## config.mk

```make
export PLATFORM = sky130hd
export DESIGN_NAME = steering_torque_split
export DESIGN_NICKNAME = d
export VERILOG_FILES = /design/src/rtl/sts_pkg.sv /design/src/rtl/steering_torque_split.sv /design/src/rtl/sts_cfg.sv /design/src/rtl/sts_ctrl.sv /design/src/rtl/sts_dp.sv /design/src/rtl/sts_datapath.sv
export SDC_FILE = /design/constraint.sdc
export NUM_CORES = 2
export LEC_CHECK = 0
export BUFFER_PORTS_ARGS = -buffer_cell sky130_fd_sc_hd__clkbuf_2
export CAP_MARGIN = 20
export CORE_UTILIZATION = 40
export DETAILED_ROUTE_END_ITERATION = 6
export GPL_TIMING_DRIVEN = 0
export PLACE_DENSITY = 0.56
export SETUP_SLACK_MARGIN = 0.05
export SYNTH_ARGS = -nofsm -noshare
export SYNTH_HDL_FRONTEND = slang
export SYNTH_SLANG_ARGS = --single-unit
export TNS_END_PERCENT = 50
```

## constraint.sdc

```tcl
create_clock -name clk -period 10.35 [get_ports clk]
set_input_delay 2.07 -clock clk [delete_from_list [all_inputs] [get_ports clk]]
set_output_delay 2.07 -clock clk [all_outputs]
set_load 0.05 [all_outputs]
```

## src/rtl/sts_pkg.sv

```systemverilog
// ----------------------------------------------------------------------------
// sts_pkg: shared types and constants for the steering torque split
// Payload structs, configuration bundle, controller commands and the slew
// helper used by the datapath.
// ----------------------------------------------------------------------------
`default_nettype none

package sts_pkg;

  // Q1.15 unity
  localparam logic [15:0] UNITY = 16'h8000;

  // Request payload
  typedef struct packed {
    logic signed [15:0] steering_angle;
    logic signed [15:0] driver_torque;
  } sts_in_t;

  // Result payload
  typedef struct packed {
    logic signed [15:0] left_torque;
    logic signed [15:0] right_torque;
    logic [15:0]        shared_mult_out;
    logic [15:0]        left_mult_out;
    logic [15:0]        right_mult_out;
  } sts_out_t;

  // Configuration register indexes
  typedef enum logic [2:0] {
    CFG_SDIFF_ENABLE  = 3'd0,
    CFG_RACK_GAIN     = 3'd1,
    CFG_NORM_GAIN     = 3'd2,
    CFG_DEADBAND      = 3'd3,
    CFG_K_INNER       = 3'd4,
    CFG_SHARED_DERATE = 3'd5,
    CFG_F_MIN         = 3'd6,
    CFG_SLEW_STEP     = 3'd7
  } cfg_index_t;

  // Configuration bundle
  typedef struct packed {
    logic        sdiff_enable;
    logic [15:0] rack_gain;
    logic [15:0] norm_gain;
    logic [14:0] deadband;
    logic [15:0] k_inner;
    logic [15:0] shared_derate;
    logic [15:0] f_min;
    logic [15:0] slew_step;
  } cfg_regs_t;

  // Controller states
  typedef enum logic [3:0] {
    ST_IDLE,
    ST_RACK,
    ST_RACK_WB,
    ST_NORM,
    ST_NORM_WB,
    ST_DERATE,
    ST_INNER,
    ST_INNER_WB,
    ST_SLEW,
    ST_PROD_L,
    ST_PROD_R,
    ST_PROD_WB,
    ST_TQ_L,
    ST_TQ_R,
    ST_TQ_WB,
    ST_FINISH
  } ctl_state_t;

  // Multiplier operand selection
  typedef enum logic [3:0] {
    MUL_NONE,
    MUL_RACK,
    MUL_NORM,
    MUL_DERATE,
    MUL_INNER,
    MUL_LEFT,
    MUL_RIGHT,
    MUL_TQ_L,
    MUL_TQ_R
  } mul_sel_t;

  // Product write-back destination
  typedef enum logic [3:0] {
    WB_NONE,
    WB_RACK,
    WB_NORM,
    WB_SHARED_TGT,
    WB_INNER,
    WB_PL,
    WB_PR,
    WB_TQ_L,
    WB_TQ_R
  } wb_sel_t;

  // Controller to datapath
  typedef struct packed {
    mul_sel_t mul_sel;
    wb_sel_t  wb_sel;
    logic     load_in;
    logic     slew;
    logic     load_out;
  } sts_cmd_t;

  // Datapath to controller
  typedef struct packed {
    logic out_busy;
  } sts_stat_t;

  // Move cur toward tgt by at most step
  function automatic logic [15:0] move_toward(input logic [15:0] cur,
                                              input logic [15:0] tgt,
                                              input logic [15:0] step);
    logic [15:0] up;
    logic [15:0] dn;
    up = tgt - cur;
    dn = cur - tgt;
    if (tgt > cur) begin
      return (up > step) ? cur + step : tgt;
    end else if (tgt < cur) begin
      return (dn > step) ? cur - step : tgt;
    end
    return cur;
  endfunction

endpackage

`default_nettype wire

```

## src/rtl/steering_torque_split.sv

```systemverilog
// ----------------------------------------------------------------------------
// steering_torque_split: steering-dependent torque split for two hub motors
// Top level: configuration registers, sequencing controller and datapath.
// ----------------------------------------------------------------------------
// Each request (steering angle, driver torque) goes from acceptance to its
// result being loaded into the output register as follows: the eight
// products of the calculation all run, one after another, through a single
// registered 17x16 multiplier, with a write-back state after each dependent
// product and a slew update state. A new request is taken only once the
// previous result is loaded; the finished result sits in its own output
// register, so the next request is accepted and worked on while the previous
// result waits to be taken. Configuration writes land at once and must only
// be made while no request is in progress.
`default_nettype none

module steering_torque_split (
  input  wire logic             clk,
  input  wire logic             rst,
  input  wire logic             in_valid,
  output logic                  in_ready,
  input  wire sts_pkg::sts_in_t in_data,
  output logic                  out_valid,
  input  wire logic             out_ready,
  output sts_pkg::sts_out_t     out_data,
  input  wire logic             cfg_wr_en,
  input  wire logic [2:0]       cfg_index,
  input  wire logic [15:0]      cfg_data
);
  import sts_pkg::*;

  cfg_regs_t cfg;
  sts_cmd_t  cmd;
  sts_stat_t stat;

  // Configuration registers
  sts_cfg u_cfg (
    .clk       (clk),
    .rst       (rst),
    .cfg_wr_en (cfg_wr_en),
    .cfg_index (cfg_index),
    .cfg_data  (cfg_data),
    .cfg       (cfg)
  );

  // Controller
  sts_ctrl u_ctrl (
    .clk      (clk),
    .rst      (rst),
    .in_valid (in_valid),
    .in_ready (in_ready),
    .stat     (stat),
    .cmd      (cmd)
  );

  // Datapath
  sts_datapath u_dp (
    .clk       (clk),
    .rst       (rst),
    .cmd       (cmd),
    .stat      (stat),
    .cfg       (cfg),
    .in_data   (in_data),
    .out_valid (out_valid),
    .out_ready (out_ready),
    .out_data  (out_data)
  );

endmodule

`default_nettype wire

```

## src/rtl/sts_cfg.sv

```systemverilog
// ----------------------------------------------------------------------------
// sts_cfg: configuration register file
// Eight write-only registers, loaded by index from the write port.
// ----------------------------------------------------------------------------
`default_nettype none

module sts_cfg (
  input  wire logic              clk,
  input  wire logic              rst,
  input  wire logic              cfg_wr_en,
  input  wire logic [2:0]        cfg_index,
  input  wire logic [15:0]       cfg_data,
  output sts_pkg::cfg_regs_t     cfg
);
  import sts_pkg::*;

  // Register writes, reset to the tuned defaults
  always_ff @(posedge clk) begin
    if (rst) begin
      cfg.sdiff_enable  <= 1'b0;
      cfg.rack_gain     <= 16'd12136;
      cfg.norm_gain     <= 16'd32768;
      cfg.deadband      <= 15'd128;
      cfg.k_inner       <= 16'd13763;
      cfg.shared_derate <= 16'd0;
      cfg.f_min         <= 16'd16384;
      cfg.slew_step     <= 16'd328;
    end else if (cfg_wr_en) begin
      unique case (cfg_index_t'(cfg_index))
        CFG_SDIFF_ENABLE:  cfg.sdiff_enable  <= cfg_data[0];
        CFG_RACK_GAIN:     cfg.rack_gain     <= cfg_data;
        CFG_NORM_GAIN:     cfg.norm_gain     <= cfg_data;
        CFG_DEADBAND:      cfg.deadband      <= cfg_data[14:0];
        CFG_K_INNER:       cfg.k_inner       <= cfg_data;
        CFG_SHARED_DERATE: cfg.shared_derate <= cfg_data;
        CFG_F_MIN:         cfg.f_min         <= cfg_data;
        CFG_SLEW_STEP:     cfg.slew_step     <= cfg_data;
      endcase
    end
  end

endmodule

`default_nettype wire

```

## src/rtl/sts_ctrl.sv

```systemverilog
// ----------------------------------------------------------------------------
// sts_ctrl: sequencing controller
// Walks one request through the shared multiplier, the slew update and the
// hand-over to the result register.
// ----------------------------------------------------------------------------
`default_nettype none

module sts_ctrl (
  input  wire logic              clk,
  input  wire logic              rst,
  input  wire logic              in_valid,
  output logic                   in_ready,
  input  wire sts_pkg::sts_stat_t stat,
  output sts_pkg::sts_cmd_t      cmd
);
  import sts_pkg::*;

  ctl_state_t state;
  ctl_state_t state_next;

  // State register
  always_ff @(posedge clk) begin
    if (rst) begin
      state <= ST_IDLE;
    end else begin
      state <= state_next;
    end
  end

  // Next state and commands
  always_comb begin
    state_next   = state;
    cmd.mul_sel  = MUL_NONE;
    cmd.wb_sel   = WB_NONE;
    cmd.load_in  = 1'b0;
    cmd.slew     = 1'b0;
    cmd.load_out = 1'b0;
    in_ready     = 1'b0;
    unique case (state)
      ST_IDLE: begin
        in_ready = 1'b1;
        if (in_valid) begin
          cmd.load_in = 1'b1;
          state_next  = ST_RACK;
        end
      end
      ST_RACK: begin
        cmd.mul_sel = MUL_RACK;
        state_next  = ST_RACK_WB;
      end
      ST_RACK_WB: begin
        cmd.wb_sel = WB_RACK;
        state_next = ST_NORM;
      end
      ST_NORM: begin
        cmd.mul_sel = MUL_NORM;
        state_next  = ST_NORM_WB;
      end
      ST_NORM_WB: begin
        cmd.wb_sel = WB_NORM;
        state_next = ST_DERATE;
      end
      ST_DERATE: begin
        cmd.mul_sel = MUL_DERATE;
        state_next  = ST_INNER;
      end
      ST_INNER: begin
        cmd.mul_sel = MUL_INNER;
        cmd.wb_sel  = WB_SHARED_TGT;
        state_next  = ST_INNER_WB;
      end
      ST_INNER_WB: begin
        cmd.wb_sel = WB_INNER;
        state_next = ST_SLEW;
      end
      ST_SLEW: begin
        cmd.slew   = 1'b1;
        state_next = ST_PROD_L;
      end
      ST_PROD_L: begin
        cmd.mul_sel = MUL_LEFT;
        state_next  = ST_PROD_R;
      end
      ST_PROD_R: begin
        cmd.mul_sel = MUL_RIGHT;
        cmd.wb_sel  = WB_PL;
        state_next  = ST_PROD_WB;
      end
      ST_PROD_WB: begin
        cmd.wb_sel = WB_PR;
        state_next = ST_TQ_L;
      end
      ST_TQ_L: begin
        cmd.mul_sel = MUL_TQ_L;
        state_next  = ST_TQ_R;
      end
      ST_TQ_R: begin
        cmd.mul_sel = MUL_TQ_R;
        cmd.wb_sel  = WB_TQ_L;
        state_next  = ST_TQ_WB;
      end
      ST_TQ_WB: begin
        cmd.wb_sel = WB_TQ_R;
        state_next = ST_FINISH;
      end
      ST_FINISH: begin
        // wait for the result register to free up
        if (!stat.out_busy) begin
          cmd.load_out = 1'b1;
          state_next   = ST_IDLE;
        end
      end
    endcase
  end

endmodule

`default_nettype wire

```

## src/rtl/sts_dp.sv

```systemverilog
// ----------------------------------------------------------------------------
// sts_dp: kept multipliers
// Shared, left and right Q1.15 multipliers, each stepped toward its target
// by at most the slew step when the update is commanded.
// ----------------------------------------------------------------------------
`default_nettype none

module sts_dp (
  input  wire logic        clk,
  input  wire logic        rst,
  input  wire logic        slew,
  input  wire logic [15:0] step,
  input  wire logic [15:0] sh_t,
  input  wire logic [15:0] l_t,
  input  wire logic [15:0] r_t,
  output logic [15:0]      shared_mult,
  output logic [15:0]      left_mult,
  output logic [15:0]      right_mult
);
  import sts_pkg::*;

  // Slew update, unity out of reset
  always_ff @(posedge clk) begin
    if (rst) begin
      shared_mult <= UNITY;
      left_mult   <= UNITY;
      right_mult  <= UNITY;
    end else if (slew) begin
      shared_mult <= move_toward(shared_mult, sh_t, step);
      left_mult   <= move_toward(left_mult, l_t, step);
      right_mult  <= move_toward(right_mult, r_t, step);
    end
  end

endmodule

`default_nettype wire

```

## src/rtl/sts_datapath.sv

```systemverilog
// ----------------------------------------------------------------------------
// sts_datapath: arithmetic datapath
// One registered 17x16 multiplier shared by all eight products, the kept
// multipliers with their slew update, and the result register.
// ----------------------------------------------------------------------------
`default_nettype none

module sts_datapath (
  input  wire logic               clk,
  input  wire logic               rst,
  input  wire sts_pkg::sts_cmd_t  cmd,
  output sts_pkg::sts_stat_t      stat,
  input  wire sts_pkg::cfg_regs_t cfg,
  input  wire sts_pkg::sts_in_t   in_data,
  output logic                    out_valid,
  input  wire logic               out_ready,
  output sts_pkg::sts_out_t       out_data
);
  import sts_pkg::*;

  // Latched request
  logic        ang_neg;
  logic        ang_nz;
  logic [16:0] ang_mag;
  logic        tq_neg;
  logic [16:0] tq_mag;

  // Working values
  logic [31:0] prod;
  logic [14:0] rack_mag;
  logic [15:0] norm;
  logic [15:0] f_tgt;
  logic [15:0] g_in;
  logic [15:0] pl;
  logic [15:0] pr;
  logic [15:0] tq_l;
  logic [15:0] tq_r;

  // Kept multipliers
  logic [15:0] shared_mult;
  logic [15:0] left_mult;
  logic [15:0] right_mult;

  // Operands and post-processed products
  logic [16:0] op_a;
  logic [15:0] op_b;
  logic [22:0] norm_raw;
  logic [15:0] norm_w;
  logic [15:0] dr;
  logic signed [17:0] f_diff;
  logic [15:0] f_w;
  logic [15:0] g_w;
  logic [16:0] p_raw;
  logic [15:0] p_w;
  logic [15:0] tq_w;

  // Turn decision and targets
  logic        turn;
  logic [15:0] sh_t;
  logic [15:0] in_t;
  logic [15:0] l_t;
  logic [15:0] r_t;

  assign stat.out_busy = out_valid && !out_ready;

  // Multiplier operand select
  always_comb begin
    unique case (cmd.mul_sel)
      MUL_RACK:   begin op_a = ang_mag;              op_b = cfg.rack_gain;     end
      MUL_NORM:   begin op_a = {2'b00, rack_mag};    op_b = cfg.norm_gain;     end
      MUL_DERATE: begin op_a = {1'b0, norm};         op_b = cfg.shared_derate; end
      MUL_INNER:  begin op_a = {1'b0, norm};         op_b = cfg.k_inner;       end
      MUL_LEFT:   begin op_a = {1'b0, shared_mult};  op_b = left_mult;         end
      MUL_RIGHT:  begin op_a = {1'b0, shared_mult};  op_b = right_mult;        end
      MUL_TQ_L:   begin op_a = tq_mag;               op_b = pl;                end
      MUL_TQ_R:   begin op_a = tq_mag;               op_b = pr;                end
      default:    begin op_a = '0;                   op_b = '0;                end
    endcase
  end

  // Post-processing of the registered product
  always_comb begin
    norm_raw = prod[30:8];
    norm_w   = (norm_raw > 23'd32768) ? UNITY : norm_raw[15:0];
    dr       = prod[30:15];
    f_diff   = $signed({2'b00, UNITY}) - $signed({2'b00, dr});
    f_w      = (f_diff < $signed({2'b00, cfg.f_min})) ? cfg.f_min : f_diff[15:0];
    g_w      = (dr > UNITY) ? 16'd0 : UNITY - dr;
    p_raw    = prod[31:15];
    p_w      = (p_raw > {1'b0, UNITY}) ? UNITY : p_raw[15:0];
    tq_w     = prod[30:15];
  end

  // Slew targets
  always_comb begin
    turn = ang_nz && (rack_mag > cfg.deadband);
    sh_t = cfg.sdiff_enable ? f_tgt : UNITY;
    in_t = cfg.sdiff_enable ? g_in : UNITY;
    l_t  = (turn && !ang_neg) ? in_t : UNITY;
    r_t  = (turn && ang_neg) ? in_t : UNITY;
  end

  // Request latch, multiplier and write-back
  always_ff @(posedge clk) begin
    if (cmd.load_in) begin
      ang_neg <= in_data.steering_angle[15];
      ang_nz  <= (in_data.steering_angle != 16'sd0);
      ang_mag <= in_data.steering_angle[15]
                 ? 17'h10000 - {1'b0, in_data.steering_angle}
                 : {1'b0, in_data.steering_angle};
      tq_neg  <= in_data.driver_torque[15];
      tq_mag  <= in_data.driver_torque[15]
                 ? 17'h10000 - {1'b0, in_data.driver_torque}
                 : {1'b0, in_data.driver_torque};
    end
    if (cmd.mul_sel != MUL_NONE) begin
      prod <= 32'(op_a) * 32'(op_b);
    end
    unique case (cmd.wb_sel)
      WB_RACK:       rack_mag <= prod[30:16];
      WB_NORM:       norm     <= norm_w;
      WB_SHARED_TGT: f_tgt    <= f_w;
      WB_INNER:      g_in     <= g_w;
      WB_PL:         pl       <= p_w;
      WB_PR:         pr       <= p_w;
      WB_TQ_L:       tq_l     <= tq_neg ? 16'd0 - tq_w : tq_w;
      WB_TQ_R:       tq_r     <= tq_neg ? 16'd0 - tq_w : tq_w;
      default:       ;
    endcase
  end

  // Kept multipliers
  sts_dp u_slew (
    .clk         (clk),
    .rst         (rst),
    .slew        (cmd.slew),
    .step        (cfg.slew_step),
    .sh_t        (sh_t),
    .l_t         (l_t),
    .r_t         (r_t),
    .shared_mult (shared_mult),
    .left_mult   (left_mult),
    .right_mult  (right_mult)
  );

  // Result register
  always_ff @(posedge clk) begin
    if (rst) begin
      out_valid <= 1'b0;
    end else if (cmd.load_out) begin
      out_valid <= 1'b1;
    end else if (out_ready) begin
      out_valid <= 1'b0;
    end
  end

  always_ff @(posedge clk) begin
    if (cmd.load_out) begin
      out_data.left_torque     <= tq_l;
      out_data.right_torque    <= tq_r;
      out_data.shared_mult_out <= shared_mult;
      out_data.left_mult_out   <= left_mult;
      out_data.right_mult_out  <= right_mult;
    end
  end

endmodule

`default_nettype wire

```

# Yosys cells after proc, flatten, opt, wreduce, memory -nomap -nowiden
# Cells that the tools add are included.
# Widths: inputs -> output; s select.
# word_totals
latchBits,0
wordCells,183
ram_bits,0
n_memories,0
out_inout_bits,82
romBits,0
regBits,441
# op_classes
shift,0
n_reduce_logical,26
muxes,48
n_eq_ne,40
magnitude_cmp,17
n_div,0
n_bitwise,0
mul,1
n_addsub,17
# ops
cell,count
$mux 16,19
$gt 16x16->1,9
$sub 16x16->16,9
$pmux 16 s8,1
$pmux 17 s5,1
$pmux 4 s16,1
$pmux 4 s8,2
$add 16x16->16,3
$eq 4x3->1 const B,12
$lt 16x16->1,3
$eq 4x4->1 const B,10
$sub 17x16->17 const A,2
$mul 17x16->32,1
$mux 15,2
$eq 4x2->1 const B,6
$reduce_and 2->1,12
$gt 23x16->1 const B,1
$mux 1,20
$lt 18x17->1,1
$gt 17x16->1 const B,1
$sub 16x16->17 const A,1
$gt 16x16->1 const B,1
$reduce_bool 16->1,1
$sub 1x16->16 const A,1
other kinds (15),29

# Longest topological paths before layout
# depth
depth_word,10
depth_mapped,39
depth_no_buf,37

# By module
# From an unflattened synthesis, not the netlist that was laid out.
# hier_totals
hier_cells,4186
area_unflattened_um2,38868.5
# by_module_without_submodules
mod,instances,seq_area_each_um2,area_each_um2,cells_each
sts_datapath,1,8067.7,20853.8,1928
sts_dp,1,960.9,13131.3,1803
sts_cfg,1,2242.2,4534.3,407
sts_ctrl,1,80.1,349.1,48

# Worst setup path before layout
# OpenSTA, ideal clock, no wires.
# synth_path
path_type,input to register
startpoint,input out_ready
endpoint,"register, netlist name u_dp.out_data[0]"
slack_ps,2083
path_stages,2
arrival_ps,7648
path_cell_list,nor2b_1 nor3_1
# synth_rtl
element,line,text
from (decl),steering_torque_split.sv:23,"input wire logic out_ready,"

# Worst setup path after layout
# layout_path
startpoint,register u_ctrl.state[1]
endpoint,"register u_dp.prod[31], data pin"
# layout_via
elab_chain_len,6
# layout_lines
element,line,text
from (decl),sts_ctrl.sv:18,ctl_state_t state;
from (signal assigned),sts_ctrl.sv:26,state <= state_next;
$eq 4x4->1 (tied with other cells),sts_ctrl.sv:39,unique case (state)
$pmux 4 s8 (*),sts_ctrl.sv:39,
$eq 4x3->1 (tied with other cells),sts_datapath.sv:68,unique case (cmd.mul_sel)
$reduce_or 2->1 (no line),n/a,
$pmux 17 s5,sts_datapath.sv:68,
$mul 17x16->32 (*),sts_datapath.sv:117,prod <= 32'(op_a) * 32'(op_b);
to (signal assigned),sts_datapath.sv:117,
to (decl),sts_datapath.sv:29,logic [31:0] prod;
# Every way passes the cells marked *; elsewhere a longest branch is shown, timed or not.
# A chain may end at the register's enable or synchronous reset.

==> out/metrics.yaml <==
hp-class: "reg -> reg"
synthCells: 4039
timing.fmax_mhz: 103
antenna_found_initial: 1
cp_data_required_time_ns: 10.73
period_needed_ns: 9.67
seq_area_frac_synth: 0.309
cts_inserted_buffers: 49
ctsResizeCount: 0
drv_slew: 0
io_buffers: 134
async_flop_share: 0
fin_nets: 4928
synth-seq-cells: 433
cts_sinks: 433
io_pins: 138
drc: 12
cts.htree.levels: 2
hold_buffers: 0
holdPathEnd: "u_dp.out_data[78]"
yosys_most_used_dff: "edfxtp_1"
cp_num_buf_inv: 8
drive_above_1_share: 0.0686
core_area_um2: 90600
ant_nets: 0
peakVddDrop_uv: 115
syn_area_um2: 36800
grt_max_degree: 38
drv_cap: 0
insertion_delay_ns: 0.64
row_count: 110
cts_tree: "done"
place_congestion: 0.953
setup_viol: 0
grt_pass1_vias: 29700
rrSetupSlack_ns: 0.68
die_area_um2: 93100
p_total_w: 0.00519
cts_root_buffer: "clkbuf_16"
hold_depth: 0
critPathMaxStageDelay_ns: 0.69
die_h_um: 305
finClkSkew_ns: 0.0308
status: "complete, but fails checks"
grt_first_pass_wirelength_um: 190000
arrival_ns: 10.04
worstMarginPinSlew_ns: 1.11
grt_use_total: 0.272
power_density_nw_per_um2: 127
dp_hpwl_um: 102000
dr.first_iter.drc_count: 2849
crit_family: "adder cells"
drt-total-wl_um: 127000
hp-start: "u_dp.tq_l[14]"
synth_area_per_cell_um2: 9.10
diodes: 0
clock_path_buffers: 3
syn2layout_area_growth_pct: 11.6
slew_headroom: 0.259
violations: "DRC"
yosys.cell_types.count: 91
fin_area_um2: 41000
placedInstanceArea_um2: 39200
rr_endpoint: "u_dp.prod[31]"
vias: 30400
synth_edf_count: 268
rr_worst_depth: 32
vias_per_cell: 5.56
r2r_start: "u_ctrl.state[1]"
timing.final.crit_share: 0.934
fin_util: 0.453
yosys_warnings: 0
first_pass_iters: 7
path_max_fanout: 25
cts.clk_slew.worst_paths_ns: 0.06
rsz0062_at_grt: "no"
initial_utilization: 0.406
finalHoldViolations: 0
die_w_um: 305
cp_common_cell: "fa_1"
cp-end-kind: "flip-flop"
critPathKind: "reg -> reg"
detail_route.wl_per_cell_um: 23.2
post-cts-setup-buffers: 0
p_leak_nw: 17.8
start_kind: "flip-flop"
worst_path_max_delay_cell: "clkbuf_2"
grt-ovfl-total: 0
[cell families after synthesis]
kind of cell             share of synthesized area
buffers and inverters                       0.0690
XOR/XNOR                                    0.0443
flip-flops                                   0.309
adder cells (fa/ha/maj)                      0.257
other                                     0.000102
AND/OR/NAND/NOR                              0.152
multiplexers                               0.00756
AO/OA/AOI/OAI                                0.161
[worst max path at each step]
stage,to,slack [ns],start,depth (start not counted)
2_1_floorplan,u_dp.out_data[0],2.08,out_ready,2
3_3_place_gp,u_dp.out_data[8],-2.18,out_ready,3
3_5_place_dp,u_dp.prod[31],0.68,u_ctrl.state[1],32
4_1_cts,u_dp.prod[31],0.66,u_ctrl.state[1],32
5_1_grt,u_dp.prod[31],0.10,u_ctrl.state[1],33
6_report,u_dp.prod[31],0.68,u_ctrl.state[1],32
[area by class of cell]
type	count	area, um2
fill	8898	49600
multi-input combinational	2940	22900
sequential	433	11400
inverter	488	1830
tap	1176	1470
clock buffer	62	1360
timing repair buffer	156	923
buffer	179	706
clock inverter	30	474
[registers in the layout, summed over array words and instances, names as in the netlist, 16 cells and up]
name and count:
u_cfg.cfg 112, u_dp.ang_mag 17, u_dp.f_tgt 16, u_dp.g_in 16
u_dp.norm 16, u_dp.out_data 80, u_dp.pl 16, u_dp.pr 16
u_dp.prod 24, u_dp.tq_l 16, u_dp.tq_mag 17, u_dp.tq_r 16
u_dp.u_slew.left_mult 16, u_dp.u_slew.right_mult 16, u_dp.u_slew.shared_mult 16
[routing by layer]
layer | routed length (um) | vias to the layer above | global-route usage
met5 | 13 | - | 0
met4 | 5560 | 2 | 0.106
met3 | 9990 | 242 | 0.0489
met2 | 58000 | 1149 | 0.444
met1 | 53400 | 14700 | 0.357
li1 | - | 14300 | -
[Yosys cell counts, types with 52 or more instances]
cell	count	area, um2
a21o_1	99	743
a21oi_1	287	1440
a22oi_1	70	526
and2_1	54	338
clkbuf_1	156	586
dfxtp_1	165	3300
edfxtp_1	268	8050
fa_1	218	4360
ha_1	407	5090
inv_1	488	1830
nand2_1	548	2060
nand3_1	63	315
nor2_1	252	946
nor2b_1	56	350
nor3_1	53	265
o21ai_0	104	521
o21bai_1	52	390
xnor2_1	140	1230
[per-stage QoR]
stage | hold slack, ns | std cells | TNS, ns | setup slack [ns]
2_1_floorplan | 0.400 | 4040 | 0 | 2.08
3_3_place_gp | 0.404 | 5350 | -175.59 | -2.18
3_5_place_dp | 0.405 | 5370 | 0 | 0.683
4_1_cts | 0.415 | 5462 | 0 | 0.664
5_1_grt | 0.420 | 5464 | 0 | 0.101
6_report | 0.417 | 5464 | 0 | 0.684
[where the power goes]
group          switching, W  leakage (nW)  internal (W)
logic              0.000772          13.1      0.000404
registers         0.0000923          3.80       0.00193
clock network      0.000795         0.892       0.00119
[layout by cell type (no fill, tap or decap), types with 14 or more instances in the layout]
cell / netlist / routed
nor2b_1: 56 / 56
a211oi_1: 18 / 18
and2_1: 54 / 53
o21a_1: 37 / 37
and4_1: 14 / 14
xor2_1: 46 / 46
edfxtp_1: 268 / 268
a21o_1: 99 / 99
nand2_1: 548 / 548
dfxtp_1: 165 / 165
nand3b_1: 29 / 29
o22ai_1: 24 / 24
nand3_1: 63 / 63
o31ai_1: 15 / 15
o21bai_1: 52 / 52
a22oi_1: 70 / 70
fa_1: 218 / 218
a221oi_1: 17 / 17
o21ai_0: 104 / 104
o221ai_1: 17 / 17
nand2b_1: 44 / 44
a21oi_1: 287 / 287
xnor2_1: 140 / 140
nand4_1: 32 / 32
nor2_1: 252 / 250
nor3_1: 53 / 50
clkbuf_1: 156 / 161
clkbuf_16: 0 / 51
ha_1: 407 / 407
nor4_1: 14 / 14
clkbuf_2: 1 / 138
inv_1: 488 / 488
Note: power is estimated with default switching activity, not from simulation.
